### src/sv/dsf_pkg.sv
package dsf_pkg;

  localparam int unsigned MAX_KEPT_DEFAULT = 64;

  localparam int unsigned ID_W    = 32;
  localparam int unsigned EXON_W  = 10;
  localparam int unsigned COORD_W = 32;
  localparam int unsigned POS_W   = 16;
  localparam int unsigned SIM_W   = 7;
  localparam int unsigned LIMIT_W = 16;

  localparam logic [POS_W-1:0]   POS_MAX          = '1;
  localparam logic [SIM_W-1:0]   SIM_MAX          = '1;
  localparam logic [LIMIT_W-1:0] NEAR_LIMIT_RESET = LIMIT_W'(10);

  localparam int unsigned APB_DATA_W = 32;
  localparam int unsigned APB_ADDR_W = 2;

  // controller -> datapath
  typedef struct packed {
    logic load;    // accept input beat
    logic scan;    // walk the kept table
    logic commit;  // store kept record (if room), load result register
  } dsf_cmd_t;

  // datapath -> controller
  typedef struct packed {
    logic scan_done;
    logic out_free;
  } dsf_stat_t;

endpackage

### src/sv/dsf_ctrl.sv
module dsf_ctrl (
  input  logic             clk,
  input  logic             rst,
  input  logic             in_valid,
  output logic             in_stall,
  input  dsf_pkg::dsf_stat_t stat,
  output dsf_pkg::dsf_cmd_t  cmd
);

  typedef enum logic [1:0] {
    S_IDLE,
    S_SCAN,
    S_COMMIT
  } state_t;

  state_t state;
  state_t state_next;

  always_comb begin
    state_next = state;
    cmd        = '0;
    in_stall   = 1'b1;
    case (state)
      S_IDLE: begin
        in_stall = 1'b0;
        if (in_valid) begin
          cmd.load   = 1'b1;
          state_next = S_SCAN;
        end
      end
      S_SCAN: begin
        cmd.scan = 1'b1;
        if (stat.scan_done) begin
          state_next = S_COMMIT;
        end
      end
      S_COMMIT: begin
        if (stat.out_free) begin
          cmd.commit = 1'b1;
          state_next = S_IDLE;
        end
      end
      default: begin
        state_next = S_IDLE;
      end
    endcase
  end

  always_ff @(posedge clk) begin
    if (rst) begin
      state <= S_IDLE;
    end else begin
      state <= state_next;
    end
  end

endmodule

### config.mk
export PLATFORM = sky130hd
export DESIGN_NAME = dsf_ctrl
export DESIGN_NICKNAME = d
export VERILOG_FILES = /design/src/sv/dsf_pkg.sv /design/src/sv/dsf_ctrl.sv
export SDC_FILE = /design/constraint.sdc
export NUM_CORES = 1
export LEC_CHECK = 0
export ABC_AREA = 1
export ABC_CLOCK_PERIOD_IN_PS = 820
export BUFFER_PORTS_ARGS = -buffer_cell sky130_fd_sc_hd__buf_2
export CAP_MARGIN = 40
export CELL_PAD_IN_SITES_DETAIL_PLACEMENT = 1
export CELL_PAD_IN_SITES_GLOBAL_PLACEMENT = 1
export CORE_AREA = 2 2 39 41
export CTS_CLUSTER_DIAMETER = 30
export DETAILED_ROUTE_END_ITERATION = 10
export DIE_AREA = 0 0 41 43
export GPL_TIMING_DRIVEN = 0
export PLACE_DENSITY = 0.34
export RECOVER_POWER = 50
export SLEW_MARGIN = 20
export SYNTH_ARGS = -nofsm -noshare
export SYNTH_HDL_FRONTEND = slang
export SYNTH_SLANG_ARGS = --single-unit
export TNS_END_PERCENT = 1
### constraint.sdc
create_clock -name clk -period 0.82 [get_ports clk]
set_input_delay 0.041 -clock clk [delete_from_list [all_inputs] [get_ports clk]]
set_output_delay 0.041 -clock clk [all_outputs]
set_load 0.01 [all_outputs]
==> metrics list <==
- Outcome: complete, but fails checks
- Failing checks: negative setup slack
- Register with the most flip-flops: state
- Cell types occupying the most area after synthesis: sky130_fd_sc_hd__dfxtp_1 34%, sky130_fd_sc_hd__inv_1 16%, sky130_fd_sc_hd__nand3_1 8.4%
* Clock tree from TritonCTS: done
* Vertical extent of the die: roughly 43 um
- Synth top cells by count: 5 x sky130_fd_sc_hd__inv_1, 2 x sky130_fd_sc_hd__dfxtp_1, 2 x sky130_fd_sc_hd__nand3_1
- In this run the cell area of the synthesized design comes to around 120 um^2.
- Yosys mapped the design onto 11 distinct sky130hd cell types.
- In the global route stage, overall resource usage came out at ~5.2%.
* Cts bufs inserted: 3
- Detailed router's first-iteration violation count: 3
- Initial core utilization: under 10%
- The share of synthesized area in the top cell type comes to around 34%.
* Number of setup violations in the final report: 5
- The most common cell in the synthesized netlist is sky130_fd_sc_hd__inv_1.
- VDD sags by at most approximately 570 uV.
* Type of origin of the critical path: register
- The setup path with the least slack is of type register to output port.
* Fraction of the yosys area taken by sequential cells: 33.7%
- Share of cells above drive strength 1: 72.4%
- The placed instances occupy a cell area of ~180 um^2.
* Number of global-route vias before repair: 132
- Layout area overhead: 105%
- The final number of max-transition violations was 0.
- The largest registers in the layout are state: 2 flops.
* Share of flip-flops with an asynchronous set or reset after synthesis: 0%
- Routed len/inst: between 7 and 8 um
- Synthesis handed over a netlist of 17 instances.
- Number of flip-flops and latches in the synthesized netlist: 2
- Wire length of the first global-routing pass: between 500 and 600 um
- Worst Tran Pin Value: approximately 0.13 ns
- The total area inside the core boundary comes to around 1400 um^2.
- Final routed wirelength across all metal layers: roughly 350 um
- Setup repair after global routing could not meet its margin everywhere.
* Worst hold margin: 0.101 ns
- Yosys Warn Count: 0
- For the worst setup path, the data required time is roughly 0.8 ns.
- After layout, the minimum clock period comes to 0.934 ns.
- Detailed Place HPWL: ~260 um
- Clock Pin Slew Worst Setup and Hold Paths: about 0.03 ns
- In this run the tightest slew margin relative to its limit is approximately nine tenths.
- Final non-filler cell area: 244 um^2
- FP Rows: 14
* Post-synth top flop: sky130_fd_sc_hd__dfxtp_1
- Filler Cell Count: roughly 170
- The die covers about 1800 um^2.
* Clock insertion delay at the later pin of the skew report: 0.22 ns
* Remaining global-route overflow: 0
- CTS sink cnt: 2
- After detailed routing, the number of vias per cell comes to 3.31.
- Final total power: approximately 420 uW
- Fin cells: 45
- Top-Level Pins: 9
* Number of buffers inserted by port buffering: 8
- In this run the horizontal extent of the chip is slightly above 40 um.
- Post-Synthesis Mean Instance Area: roughly 7 um^2
- Min-delay worst type: primary input to register
- The first TritonRoute pass finished after 2 iterations.
- Counting every net in the synthesized netlist gives 22.
* Max Buffers Root-to-Sink: 2
- Entering global routing, the biggest net connects 6 pins.
- Nets: 36
- In the routed design, unresolved DRC markers number 0.
* Sequential cell area: roughly 48 um^2
- Minimum setup slack in the final design: -0.114 ns
- Static timing analysis puts the maximum clock frequency at about 1.1 GHz.
* Number of antenna-violating nets in the routed design: 0
- Placed instance count: a little over 40
* Library cell used as clock root buffer: sky130_fd_sc_hd__clkbuf_4
* Initial antenna violation count: 0
- Across the run, the number of max-cap violations was 0.
* Maximum fanout along the worst path: 5
- Power per cell area: between 1500 and 2000 nW/um^2
- Final setup skew: about 0.0038 ns
* Leakage: approximately 0.00012 uW
* Type of element capturing the critical path: output port
- Flip-flop count of the largest register after layout: 2
- Counting flops with a built-in enable in the synthesized netlist gives 0.
- Of all cell types, the one taking the most synthesized area is sky130_fd_sc_hd__dfxtp_1.
- Final period util: 114%
- Final weighted congestion in routability-driven placement: around 0.50
- Area used by multi-input combinational logic: ~63 um^2
- # diodes: 0
* Number of vias in the routed layout: between 100 and 150
* Final Hold Viols: 0
- Arrival time of the worst setup path: 0.89 ns
- Max H-tree Level: 1
-- where the power goes --
| group | switching (uW) | internal (uW) |
|---|---|---|
| combinational | 40.2 | 51.2 |
| clock | 55.2 | 161 |
| sequential | 12.4 | 102 |
-- cells by family after synthesis --
group,after synthesis,synth area share [%]
AOI/OAI and AO/OA,2,11.6
buffers and inverters,6,22.1
and+or+nand+nor,7,32.6
DFF,2,33.7
-- per-layer routing --
layer  part of all wire, %  up-vias  GRT usage, %  routed length (um)
met5                     0        -             0                   0
met4                     0        0          6.00                   0
met3                    13        0          4.71                  44
met2                    34        9          4.69                 120
met1                    53       62          6.05                 186
li1                      -       78             -                   -
-- through the flow --
| step | setup TNS (ns) | setup WS [ns] | util (%) |
|---|---|---|---|
| 4_1_cts | -0.489 | -0.143 | 17.0 |
| 3_5_place_dp | 0 | 0.000695 | 12.9 |
| 2_1_floorplan | 0 | 0.0525 | - |
| 6_report | -0.410 | -0.114 | 17.6 |
| 3_3_place_gp | 0 | 0.0149 | 12.9 |
| 5_1_grt | -0.622 | -0.159 | 17.6 |
-- cell usage in the layout (no fill, tap or decap) --
| cell type | synthesis | layout |
|---|---|---|
| sky130_fd_sc_hd__nand3_1 | 2 | 2 |
| sky130_fd_sc_hd__a21oi_2 | 1 | 1 |
| sky130_fd_sc_hd__nand3b_1 | 1 | 1 |
| sky130_fd_sc_hd__nor2_4 | 0 | 1 |
| sky130_fd_sc_hd__inv_4 | 0 | 1 |
| sky130_fd_sc_hd__buf_6 | 0 | 2 |
| sky130_fd_sc_hd__buf_2 | 0 | 6 |
| sky130_fd_sc_hd__nor2_1 | 1 | 1 |
| sky130_fd_sc_hd__inv_1 | 5 | 2 |
| sky130_fd_sc_hd__buf_4 | 1 | 1 |
| sky130_fd_sc_hd__inv_2 | 0 | 2 |
| sky130_fd_sc_hd__nor3_2 | 0 | 1 |
| sky130_fd_sc_hd__clkbuf_4 | 0 | 3 |
| sky130_fd_sc_hd__dlygate4sd3_1 | 0 | 1 |
| sky130_fd_sc_hd__dfxtp_4 | 0 | 2 |
| sky130_fd_sc_hd__nand2_2 | 1 | 1 |
| sky130_fd_sc_hd__a21oi_1 | 1 | 1 |
-- path summary, 6_finish.rpt --
| check | start | endpoint | slack [ns] | cells past startpoint |
|---|---|---|---|---|
| worst max register to register | state[0] | state[0] | -0.02 | 4 |
| worst max-delay path | state[0] | cmd[2] | -0.11 | 4 |
| worst min-delay path | stat[1] | state[1] | 0.10 | 3 |
| worst min register to register | state[1] | state[1] | 0.54 | 2 |
-- worst max-delay path: stages (launching register included) --
cell                      delay [ns]
sky130_fd_sc_hd__dfxtp_4        0.36
sky130_fd_sc_hd__nor2_4         0.11
sky130_fd_sc_hd__nand2_2        0.06
sky130_fd_sc_hd__inv_2          0.05
sky130_fd_sc_hd__buf_6          0.09
-- cell type report --
type                       instances  area share (%)
multi-input combinational          9            25.6
sequential                         2            19.5
inverter                           5            8.72
tap                               16            8.21
clock buffer                       3            9.23
timing repair buffer              10            28.7
-- what timing repair did --
action,4_1_cts,5_1_grt
endpoints found under the setup margin,4,5
gates resized for setup,9,3
pin swaps,4,2
hold buffers,1,0
setup buffers,1,0
endpoints found under the hold margin,2,0
(Power assumes the default switching activity.)
